## config.mk

```make
export PLATFORM = sky130hd
export DESIGN_NAME = entity_id_allocator_unit_flat
export DESIGN_NICKNAME = d
export VERILOG_FILES = /design/src/rtl/core/eida_pkg.sv /design/src/rtl/core/eida_if.sv /design/src/rtl/core/entity_id_allocator_unit.sv /design/src/rtl/core/eida_ram.sv /design/src/rtl/core/eida_out_reg.sv /design/src/flat_wrapper.sv
export SDC_FILE = /design/constraint.sdc
export NUM_CORES = 2
export LEC_CHECK = 0
export BUFFER_PORTS_ARGS = -buffer_cell sky130_fd_sc_hd__buf_2
export CAP_MARGIN = 15
export CORE_MARGIN = 2
export CORE_UTILIZATION = 60
export CTS_CLUSTER_DIAMETER = 100
export DETAILED_ROUTE_END_ITERATION = 6
export PLACE_DENSITY_LB_ADDON = 0.15
export SLEW_MARGIN = 20
export SYNTH_ARGS = -nofsm -noshare
export SYNTH_HDL_FRONTEND = slang
export SYNTH_SLANG_ARGS = --single-unit
```

## constraint.sdc

```tcl
create_clock -name clk_i -period 7.7 [get_ports clk_i]
set_input_delay 0.77 -clock clk_i [delete_from_list [all_inputs] [get_ports clk_i]]
set_output_delay 0.77 -clock clk_i [all_outputs]
set_load 0.05 [all_outputs]
```

## src/rtl/core/eida_pkg.sv

```systemverilog
// ----------------------------------------------------------------------------
// eida_pkg
// Shared types and codes of the identifier allocator.
// ----------------------------------------------------------------------------
`default_nettype none

package eida_pkg;

  localparam int unsigned IdFieldW = 8;
  localparam int unsigned StatusW  = 2;

  typedef enum logic {
    CMD_CREATE = 1'b0,
    CMD_KILL   = 1'b1
  } cmd_e;

  typedef enum logic [StatusW-1:0] {
    ST_CREATED = 2'd0,
    ST_KILLED  = 2'd1,
    ST_IGNORED = 2'd2,
    ST_FULL    = 2'd3
  } status_e;

  typedef enum logic {
    S_IDLE = 1'b0,
    S_EXEC = 1'b1
  } state_e;

  typedef struct packed {
    logic [IdFieldW-1:0] result_id;
    status_e             status;
  } rsp_t;

endpackage

`default_nettype wire

```

## src/rtl/core/eida_if.sv

```systemverilog
// ----------------------------------------------------------------------------
// eida_req_if / eida_rsp_if
// Valid/ready channels for allocator requests and responses.
// ----------------------------------------------------------------------------
`default_nettype none

interface eida_req_if;
  logic       valid;
  logic       ready;
  logic       cmd;
  logic [7:0] kill_id;

  modport source (output valid, output cmd, output kill_id, input ready);
  modport sink   (input valid, input cmd, input kill_id, output ready);
endinterface

interface eida_rsp_if;
  logic       valid;
  logic       ready;
  logic [7:0] result_id;
  logic [1:0] status;

  modport source (output valid, output result_id, output status, input ready);
  modport sink   (input valid, input result_id, input status, output ready);
endinterface

`default_nettype wire

```

## src/rtl/core/entity_id_allocator_unit.sv

```systemverilog
// ----------------------------------------------------------------------------
// entity_id_allocator_unit
// Identifier allocator: LIFO free stack in RAM, high-water counter for fresh
// identifiers, alive marks in RAM.
// ----------------------------------------------------------------------------
//
//  channel  dir  payload                       handshake
//  req_i    in   cmd, kill_id                  valid / ready
//  rsp_o    out  result_id, status             valid / ready
//
// On accept the block issues the RAM reads (free stack top, alive mark) and
// enters its execute state, which does the update and loads the response
// register once that register is free; the state RAMs return registered read
// data. No new request is taken before the current response is loaded.
// A new request is taken while a response still waits; a stalled response
// holds the block in its execute state.
// Reset is immediate: alive marks need no clearing pass, since an identifier
// at or above the high-water counter is never alive and every one below it
// has had its mark written.
// ----------------------------------------------------------------------------
`default_nettype none

module entity_id_allocator_unit
  import eida_pkg::*;
#(
  parameter int unsigned MAX_IDS = 256
) (
  input  wire logic  clk_i,
  input  wire logic  rst_ni,
  eida_req_if.sink   req_i,
  eida_rsp_if.source rsp_o
);

  localparam int unsigned IdW  = $clog2(MAX_IDS);
  localparam int unsigned CntW = $clog2(MAX_IDS + 1);
  localparam int unsigned CmpW = (CntW > IdFieldW) ? CntW : IdFieldW;
  localparam logic [CntW-1:0] MaxCnt = CntW'(MAX_IDS);
  localparam logic [CmpW-1:0] MaxCmp = CmpW'(MAX_IDS);

  state_e state_q, state_d;
  logic [CntW-1:0] free_count_q, free_count_d;
  logic [CntW-1:0] next_fresh_q, next_fresh_d;
  logic                cmd_q;
  logic [IdFieldW-1:0] eid_q;

  logic            accept;
  logic            out_free, out_load;
  rsp_t            rsp;

  logic            stack_we, alive_we;
  logic [IdW-1:0]  stack_waddr, alive_waddr, alive_raddr, stack_raddr;
  logic [IdW-1:0]  stack_wdata, stack_rdata;
  logic            alive_wdata, alive_rdata;

  logic [CmpW-1:0] eid_ext;
  logic            eid_alive;

  assign req_i.ready = (state_q == S_IDLE);
  assign accept      = req_i.valid && req_i.ready;

  assign alive_raddr = IdW'(req_i.kill_id);
  assign stack_raddr = IdW'(free_count_q - CntW'(1));

  assign eid_ext   = CmpW'(eid_q);
  assign eid_alive = (eid_ext < MaxCmp) && (eid_ext < CmpW'(next_fresh_q)) && alive_rdata;

  always_comb begin
    state_d      = state_q;
    free_count_d = free_count_q;
    next_fresh_d = next_fresh_q;
    out_load     = 1'b0;
    stack_we     = 1'b0;
    stack_waddr  = IdW'(free_count_q);
    stack_wdata  = IdW'(eid_q);
    alive_we     = 1'b0;
    alive_waddr  = IdW'(eid_q);
    alive_wdata  = 1'b0;
    rsp.result_id = eid_q;
    rsp.status    = ST_IGNORED;

    case (state_q)
      S_IDLE: begin
        if (accept) begin
          state_d = S_EXEC;
        end
      end
      S_EXEC: begin
        if (cmd_q == CMD_CREATE) begin
          alive_wdata = 1'b1;
          if (free_count_q != '0) begin
            rsp.result_id = IdFieldW'(stack_rdata);
            rsp.status    = ST_CREATED;
            alive_waddr   = stack_rdata;
            alive_we      = 1'b1;
            free_count_d  = free_count_q - CntW'(1);
          end else if (next_fresh_q < MaxCnt) begin
            rsp.result_id = IdFieldW'(next_fresh_q);
            rsp.status    = ST_CREATED;
            alive_waddr   = IdW'(next_fresh_q);
            alive_we      = 1'b1;
            next_fresh_d  = next_fresh_q + CntW'(1);
          end else begin
            rsp.result_id = '0;
            rsp.status    = ST_FULL;
          end
        end else if (eid_alive) begin
          rsp.status = ST_KILLED;
          alive_we   = 1'b1;
          if (free_count_q < MaxCnt) begin
            stack_we     = 1'b1;
            free_count_d = free_count_q + CntW'(1);
          end
        end

        // hold everything until the response register can take the result
        if (out_free) begin
          out_load = 1'b1;
          state_d  = S_IDLE;
        end else begin
          free_count_d = free_count_q;
          next_fresh_d = next_fresh_q;
          stack_we     = 1'b0;
          alive_we     = 1'b0;
        end
      end
      default: begin
        state_d = S_IDLE;
      end
    endcase
  end

  always_ff @(posedge clk_i or negedge rst_ni) begin
    if (!rst_ni) begin
      state_q      <= S_IDLE;
      free_count_q <= '0;
      next_fresh_q <= '0;
    end else begin
      state_q      <= state_d;
      free_count_q <= free_count_d;
      next_fresh_q <= next_fresh_d;
    end
  end

  always_ff @(posedge clk_i) begin
    if (accept) begin
      cmd_q <= req_i.cmd;
      eid_q <= req_i.kill_id;
    end
  end

  eida_ram #(
    .Width (IdW),
    .Depth (MAX_IDS)
  ) u_stack_ram (
    .clk_i   (clk_i),
    .we_i    (stack_we),
    .waddr_i (stack_waddr),
    .wdata_i (stack_wdata),
    .re_i    (accept),
    .raddr_i (stack_raddr),
    .rdata_o (stack_rdata)
  );

  eida_ram #(
    .Width (1),
    .Depth (MAX_IDS)
  ) u_alive_ram (
    .clk_i   (clk_i),
    .we_i    (alive_we),
    .waddr_i (alive_waddr),
    .wdata_i (alive_wdata),
    .re_i    (accept),
    .raddr_i (alive_raddr),
    .rdata_o (alive_rdata)
  );

  eida_out_reg u_out_reg (
    .clk_i  (clk_i),
    .rst_ni (rst_ni),
    .load_i (out_load),
    .rsp_i  (rsp),
    .free_o (out_free),
    .rsp_o  (rsp_o)
  );

endmodule

`default_nettype wire

```

## src/rtl/core/eida_ram.sv

```systemverilog
// ----------------------------------------------------------------------------
// eida_ram
// Simple dual-port RAM: one write port, one read port with registered data.
// ----------------------------------------------------------------------------
`default_nettype none

module eida_ram #(
  parameter int unsigned Width = 8,
  parameter int unsigned Depth = 256
) (
  input  wire logic                     clk_i,
  input  wire logic                     we_i,
  input  wire logic [$clog2(Depth)-1:0] waddr_i,
  input  wire logic [Width-1:0]         wdata_i,
  input  wire logic                     re_i,
  input  wire logic [$clog2(Depth)-1:0] raddr_i,
  output logic      [Width-1:0]         rdata_o
);

  logic [Width-1:0] mem_q [Depth];
  logic [Width-1:0] rdata_q;

  always_ff @(posedge clk_i) begin
    if (we_i) begin
      mem_q[waddr_i] <= wdata_i;
    end
    if (re_i) begin
      rdata_q <= mem_q[raddr_i];
    end
  end

  assign rdata_o = rdata_q;

endmodule

`default_nettype wire

```

## src/rtl/core/eida_out_reg.sv

```systemverilog
// ----------------------------------------------------------------------------
// eida_out_reg
// Response holding register in front of the response channel.
// ----------------------------------------------------------------------------
`default_nettype none

module eida_out_reg
  import eida_pkg::*;
(
  input  wire logic       clk_i,
  input  wire logic       rst_ni,
  input  wire logic       load_i,
  input  wire rsp_t       rsp_i,
  output logic            free_o,
  eida_rsp_if.source      rsp_o
);

  logic valid_q, valid_d;
  rsp_t rsp_q;

  assign free_o = !valid_q || rsp_o.ready;

  always_comb begin
    valid_d = valid_q;
    if (load_i) begin
      valid_d = 1'b1;
    end else if (rsp_o.ready) begin
      valid_d = 1'b0;
    end
  end

  always_ff @(posedge clk_i or negedge rst_ni) begin
    if (!rst_ni) begin
      valid_q <= 1'b0;
    end else begin
      valid_q <= valid_d;
    end
  end

  always_ff @(posedge clk_i) begin
    if (load_i) begin
      rsp_q <= rsp_i;
    end
  end

  assign rsp_o.valid     = valid_q;
  assign rsp_o.result_id = rsp_q.result_id;
  assign rsp_o.status    = rsp_q.status;

endmodule

`default_nettype wire
```

## src/flat_wrapper.sv

```systemverilog
// flat-port wrapper written by rule: the top's interface ports become plain ports
module entity_id_allocator_unit_flat import eida_pkg::*;
#(
  parameter int unsigned MAX_IDS = 256
)
  (clk_i, rst_ni, req_i_valid, req_i_cmd, req_i_kill_id, req_i_ready, rsp_o_valid, rsp_o_result_id, rsp_o_status, rsp_o_ready);
  eida_req_if req_i_i ();
  eida_rsp_if rsp_o_i ();
  input  wire logic clk_i;
  input  wire logic rst_ni;
  input wire logic [$bits(req_i_i.valid)-1:0] req_i_valid;
  input wire logic [$bits(req_i_i.cmd)-1:0] req_i_cmd;
  input wire logic [$bits(req_i_i.kill_id)-1:0] req_i_kill_id;
  output wire logic [$bits(req_i_i.ready)-1:0] req_i_ready;
  output wire logic [$bits(rsp_o_i.valid)-1:0] rsp_o_valid;
  output wire logic [$bits(rsp_o_i.result_id)-1:0] rsp_o_result_id;
  output wire logic [$bits(rsp_o_i.status)-1:0] rsp_o_status;
  input wire logic [$bits(rsp_o_i.ready)-1:0] rsp_o_ready;
  assign req_i_i.valid = req_i_valid;
  assign req_i_i.cmd = req_i_cmd;
  assign req_i_i.kill_id = req_i_kill_id;
  assign req_i_ready = req_i_i.ready;
  assign rsp_o_valid = rsp_o_i.valid;
  assign rsp_o_result_id = rsp_o_i.result_id;
  assign rsp_o_status = rsp_o_i.status;
  assign rsp_o_i.ready = rsp_o_ready;
  entity_id_allocator_unit #(.MAX_IDS(MAX_IDS)) u_core (.clk_i(clk_i), .rst_ni(rst_ni), .req_i(req_i_i), .rsp_o(rsp_o_i));
endmodule
```

* Word-level counts from Yosys, hierarchy flattened
Memories as Yosys holds them, arrays and structs flattened. A register that Yosys moved wholly into a read port is not among the register bits. Index checks and enable logic that the tools add are counted.
Cells by class: $lt $le $gt $ge 4, eq/ne operators 2, reduce and logical (&&, ||, !) cells 10, $add $sub $neg 3, bitwise gates (word level) 3, mux-type cells 38
Operators with widths (number):
- 2-to-1 mux 8 bit | 5
- 2-to-1 mux 9 bit | 4
- 2-to-1 mux 10 bit | 3
- 2-to-1 mux 1 bit | 23
- adder 9 x 1 -> 9 bit, second input constant | 2
- < comparator 9 bit, second input constant | 2
- AND reduction 5 bit | 2
- < comparator 8 x 9 -> 1 bit | 1
- < comparator 8 x 9 -> 1 bit, second input constant | 1
- nonzero test 9 bit | 1
- subtractor 9 x 1 -> 9 bit, second input constant | 1
- 2-to-1 mux 2 bit | 2
- inequality test 2 bit, second input constant | 2
- nonzero test 2 bit | 2
- logical AND 1 bit | 3
- inverter 1 bit | 3
- one-hot mux 1 bit (2 select lines) | 1
- logical NOT 1 bit | 1
- logical OR 1 bit | 1
Storage, ports and cells: RAM bits 2304, input bits 13, register bits 39, memories kept 2, logic and storage cells 70
Memories:
- u_core.u_stack_ram.mem_q | depth 256, width 8, rd ports 1, clocked after memory_dff 1, wr ports 1, RTL line eida_ram.sv:20 | logic [Width-1:0] mem_q [Depth];
- u_core.u_alive_ram.mem_q | depth 256, width 1, rd ports 1, clocked after memory_dff 1, wr ports 1, RTL line eida_ram.sv:20

* Longest topological paths before layout
depth in word-level cells 9, gate-level depth with buffers 19, depth with buffers taken out 10

* Modules after synthesis
A second synthesis with hierarchy kept.
Second synthesis, totals: cells, all modules 4754, area, all modules 93149.3 um^2
By module, submodules not included:
- eida_ram at u_core.u_stack_ram | cells each 3733, instances 1, area an instance 79636.4 um^2
- eida_ram at u_core.u_alive_ram | cells each 788, instances 1, area an instance 11138.2 um^2
- entity_id_allocator_unit | cells each 220, instances 1, area an instance 2026.9 um^2
- eida_out_reg | cells each 13, instances 1, area an instance 347.8 um^2

* Worst setup path after synthesis
No wires, ideal clock.
path type reg2reg, start reg u_core.eid_q[1], end mem u_core.u_stack_ram.mem_q[175][0], enable pin, cell stages (with the launch flop) 10, arrival 6.063 ns, path slack 1.253 ns, period minus slack after synthesis 6.447 ns, setup time 0.383 ns, required time 7.317 ns, cell sequence edfxtp_1 ha_1 a21o_1 a21o_1 a211oi_1 o21bai_1 a21oi_1 nand3_1 clkbuf_1 nor3_1
On the way: cells in the longest elaborated chain, start to end 9, elaborated cells between the ends (all ways) 10, classes of those cells order compare: 2; mux: 6; reduce/logical: 2
Ends and longest elaborated chain:
- from (decl) | RTL line entity_id_allocator_unit.sv:44 | logic [IdFieldW-1:0] eid_q;
- from (signal assigned) | RTL line entity_id_allocator_unit.sv:147 | eid_q <= req_i.kill_id;
- < comparator 8 x 9 -> 1 bit | RTL line entity_id_allocator_unit.sv:65 | assign eid_alive = (eid_ext < MaxCmp) && (eid_ext < CmpW'(next_fresh_q)) && alive_rdata;
- logical AND 1 bit (*) (2 in a row) | RTL line entity_id_allocator_unit.sv:65
- 2-to-1 mux 1 bit (*) | RTL line entity_id_allocator_unit.sv:106 | end else if (eid_alive) begin
- 2-to-1 mux 1 bit (*) | RTL line entity_id_allocator_unit.sv:88 | if (cmd_q == CMD_CREATE) begin
- 2-to-1 mux 1 bit (*) | RTL line entity_id_allocator_unit.sv:116 | if (out_free) begin
- 2-to-1 mux 1 bit (*) | RTL line entity_id_allocator_unit.sv:81 | case (state_q)
- 2-to-1 mux 1 bit (*) | RTL line eida_ram.sv:24 | if (we_i) begin
- 2-to-1 mux 1 bit (not written as such) (*) | RTL line eida_ram.sv:25 | mem_q[waddr_i] <= wdata_i;
- to (decl) | RTL line eida_ram.sv:20
Mark *: on every way between the ends. The rest lies on a longest branch, timed or not.

* Worst setup path after layout
start reg u_core.free_count_q[0], end reg u_core.u_stack_ram.rdata_q[0] (netlist: u_core.u_stack_ram.rdata_o[0]), read port of u_core.u_stack_ram.mem_q (data pin)
On the way: cells in the longest elaborated chain, start to end 1
Ends and longest elaborated chain:
- from (decl) | RTL line entity_id_allocator_unit.sv:41 | logic [CntW-1:0] free_count_q, free_count_d;
- from (signal assigned) | RTL line entity_id_allocator_unit.sv:139 | free_count_q <= free_count_d;
- subtractor 9 x 1 -> 9 bit | RTL line entity_id_allocator_unit.sv:62 | assign stack_raddr = IdW'(free_count_q - CntW'(1));
- to (decl) | RTL line eida_ram.sv:21 | logic [Width-1:0] rdata_q;
No other way between the ends. A chain may end at the register's enable or synchronous reset.

==> impl_metrics.toml <==
[run_status]
status = "finished, final reports clean"

[detailed_routing]
vias_per_cell = 6.72
vias = 49100
drtIter0Drc = 6600
wl_per_cell_um = 31.2
ant_nets = 0
wl_mm = 228
firstDrtPassIters = 6
drcViolationCount = 0

[layout]
area_growth_pct = 10.9
nNetsFinal = 5089
fillers = 10100
design_area_sq_mm = 0.104
drive_above_1_share_pct = 22.9
final_cells = 7308

[die]
start_util_pct = 60.4
dieArea_sq_mm = 0.160
ios = 25
rows = 145
coreArea_sq_mm = 0.156
die_h_um = 400
dieWidth_um = 400

[synth]
synthArstFlopShare_pct = 0.850
synth_top_area_cell = "edfxtp_1"
syn_avg_cell_area_sq_um = 18.8
synth_edf_count = 2332
synth_fp_nets = 5046
synth.distinct_cells = 59
synth_warnings = 0
yosys.area.top_type_share_pct = 74.3
synth-seq-area-share_pct = 74.9
yosysMostFrequentCell = "edfxtp_1"
yosys_register_bits = 2352
synth_ff_type = "edfxtp_1"
synth_area_sq_mm = 0.0942
synthTopCellsByCount = "2332 x edfxtp_1, 594 x mux4_2, 529 x nand2_1"
synthCells = 5020
synth_area_leaders = "edfxtp_1 74%, mux4_2 14%, nand2_1 2.1%"

[run]
max_cap_viol_count = 0

[clock_tree]
cts.htree.levels = 4
clock_latency_ps = 850
cts_setup_buffers = 0
cts_buffers = 223
clockBufferDepth = 3
path_clk_slew_ps = 60
cts-root-buf = "clkbuf_16"
cts_tree = "yes"
clock_sinks = 2352
cts_resized = 0
holdBufCountCts = 1

[critical_path]
crit_fanout = 158
rr_endpoint = "u_core.u_stack_ram.rdata_o[0]$_DFFE_PP_"
r2r_start = "u_core.free_count_q[0]$_DFFE_PN0P_"
worstSetupPathType = "reg -> reg"
path_cells = "inv_1, ha_4, buf_12, mux4_2, nand2_1, and3_1, a311oi_1, o21ai_0, nand4_1, or3_1"
cp-start-kind = "register"
crit_slowest_cell = "ha_4"
max_stage_delay_ps = 990
critPathCaptureType = "register"
ff2ff_path_depth = 10
reg2reg_slack_ps = 1950
crit_buf_inv = 2
crit_family = "simple AND/OR/NAND/NOR gates"
critPathArrivalTime_ps = 6320
required_ps = 8280

[sta]
finalSetupViolCount = 0
hold_violations = 0
post-route-period-util_pct = 74.6
rsz0062_at_grt = "no"
finalCriticalPeriod_ps = 5750
worst_pin_slew_ps = 1160
drv_slew = 0
setup_tns_ps = 0
finClkSkew_ps = 34.3
fmax_mhz = 174
maxSlewHeadroom_pct = 22.5

[grt]
grt_remaining_overflow = 0
grt_pass1_vias = 49400
grt.total_usage_pct = 28.8
grt_pass1_wl_mm = 337
grt_max_degree = 185
grt_antenna_before_repair = 5

[power_and_ir_drop]
pwr_density_cell_mw_per_mm2 = 371
vdd_drop_max_v = 0.000527
p_leak_nw = 32.4

[placement]
dpl-instance-area_sq_mm = 0.0971
routabilityCongestion = 0.895
io_buffers = 24
dp_hpwl_mm = 129
placed_cells = 6895

[hold_path]
worstHoldPathCells = 1
hold_end = "u_core.eid_q[6]$_DFFE_PP_"
min_from = "req_i_kill_id[6]"
hp-class = "in -> reg"
## final cells by class
type	instances	area [sq um]	share of cell area (%)
sequential	2352	70500	67.5
multi-input combinational	2298	22600	21.6
clock buffer	275	5910	5.66
tap	2058	2570	2.47
timing repair buffer	170	1480	1.41
clock inverter	132	1310	1.25
inverter	18	72.6	0.0695
antenna	5	12.5	0.0120
## stage by stage
stage	utilization, %	worst slack, ps	power [mW]	hold slack (ps)
floorplan	-	1250	23.5	467
global placement	62.1	2010	28.0	512
detailed placement	62.2	2100	28.1	517
CTS	66.8	2080	38.8	129
global route	66.9	1890	40.1	158
finish	66.9	1950	38.8	178
## power breakdown
| group | leakage, nW | internal, mW | switching (mW) |
|---|---|---|---|
| sequential | 21.3 | 14.3 | 0.181 |
| clock | 3.52 | 6.26 | 4.61 |
| combinational | 7.61 | 4.90 | 8.52 |
## cells in the final DEF (no fill, tap or decap), types with 6 or more instances in the layout
cell and n:
mux4_2 594, or3_1 21, nor3_1 160, or2_2 8
buf_4 125, a31oi_1 37, xnor2_1 17, nand2_2 14
o21ai_0 44, nor3_2 65, dfrtp_1 19, clkinv_2 40
and3_1 58, clkinvlp_4 10, a21oi_1 12, a22oi_1 13
ha_1 12, buf_2 23, nor4_1 101, inv_1 17
clkbuf_1 45, nand4_1 39, buf_12 20, nor2_1 233
nand2_1 513, bufinv_16 25, nand3_2 6, nand2b_1 10
a32oi_1 10, nand3_1 180, clkbuf_16 229, clkinv_1 49
mux2i_1 26, edfxtp_1 2332, nor2b_1 8, a311oi_1 36
## routing by layer
metal	GRT usage, %	routed length [um]	up-vias
met5	0	59	-
li1	-	-	20500
met4	10.5	8410	4
met3	5.44	21900	443
met2	44.7	109000	2637
met1	41.7	88800	25600
## logic make-up (layout without fill, tap and decap cells)
family          count (synthesis)  count (layout)  share of synthesized area, %
flops                        2352            2352                          74.9
simple gates                 1448            1448                          7.16
mux                           621             621                          14.5
buf+inv                       370             595                          1.66
compound gates                191             191                          1.40
xor+xnor                       25              25                         0.232
fa+ha+maj                      13              13                         0.173
other cells                     0               5                             0
## worst max-delay path by stage
stage	start	endpoint	depth (start not counted)
after floorplan	u_core.eid_q[1]$_DFFE_PP_	u_core.u_stack_ram.mem_q[175][0]$_DFFE_PP_	9
after global placement	u_core.eid_q[2]$_DFFE_PP_	u_core.u_stack_ram.mem_q[169][6]$_DFFE_PP_	9
after detailed placement	u_core.free_count_q[0]$_DFFE_PN0P_	u_core.u_stack_ram.rdata_o[1]$_DFFE_PP_	10
after CTS	u_core.free_count_q[0]$_DFFE_PN0P_	u_core.u_stack_ram.rdata_o[1]$_DFFE_PP_	10
after global routing	u_core.free_count_q[0]$_DFFE_PN0P_	u_core.u_stack_ram.rdata_o[4]$_DFFE_PP_	10
final	u_core.free_count_q[0]$_DFFE_PN0P_	u_core.u_stack_ram.rdata_o[0]$_DFFE_PP_	10
## state kept, by name, summed over array words and instances (netlist names)
signal and cells:
u_core.cmd_q 1, u_core.eid_q 8, u_core.free_count_q 9, u_core.next_fresh_q 9
u_core.state_q 1, u_core.u_alive_ram.mem_q 256, u_core.u_alive_ram.rdata_o 1, u_core.u_out_reg.rsp_o.result_id 8
u_core.u_out_reg.rsp_o.status 2, u_core.u_out_reg.rsp_o.valid 1, u_core.u_stack_ram.mem_q 2048, u_core.u_stack_ram.rdata_o 8
(Power assumes the default switching activity.)
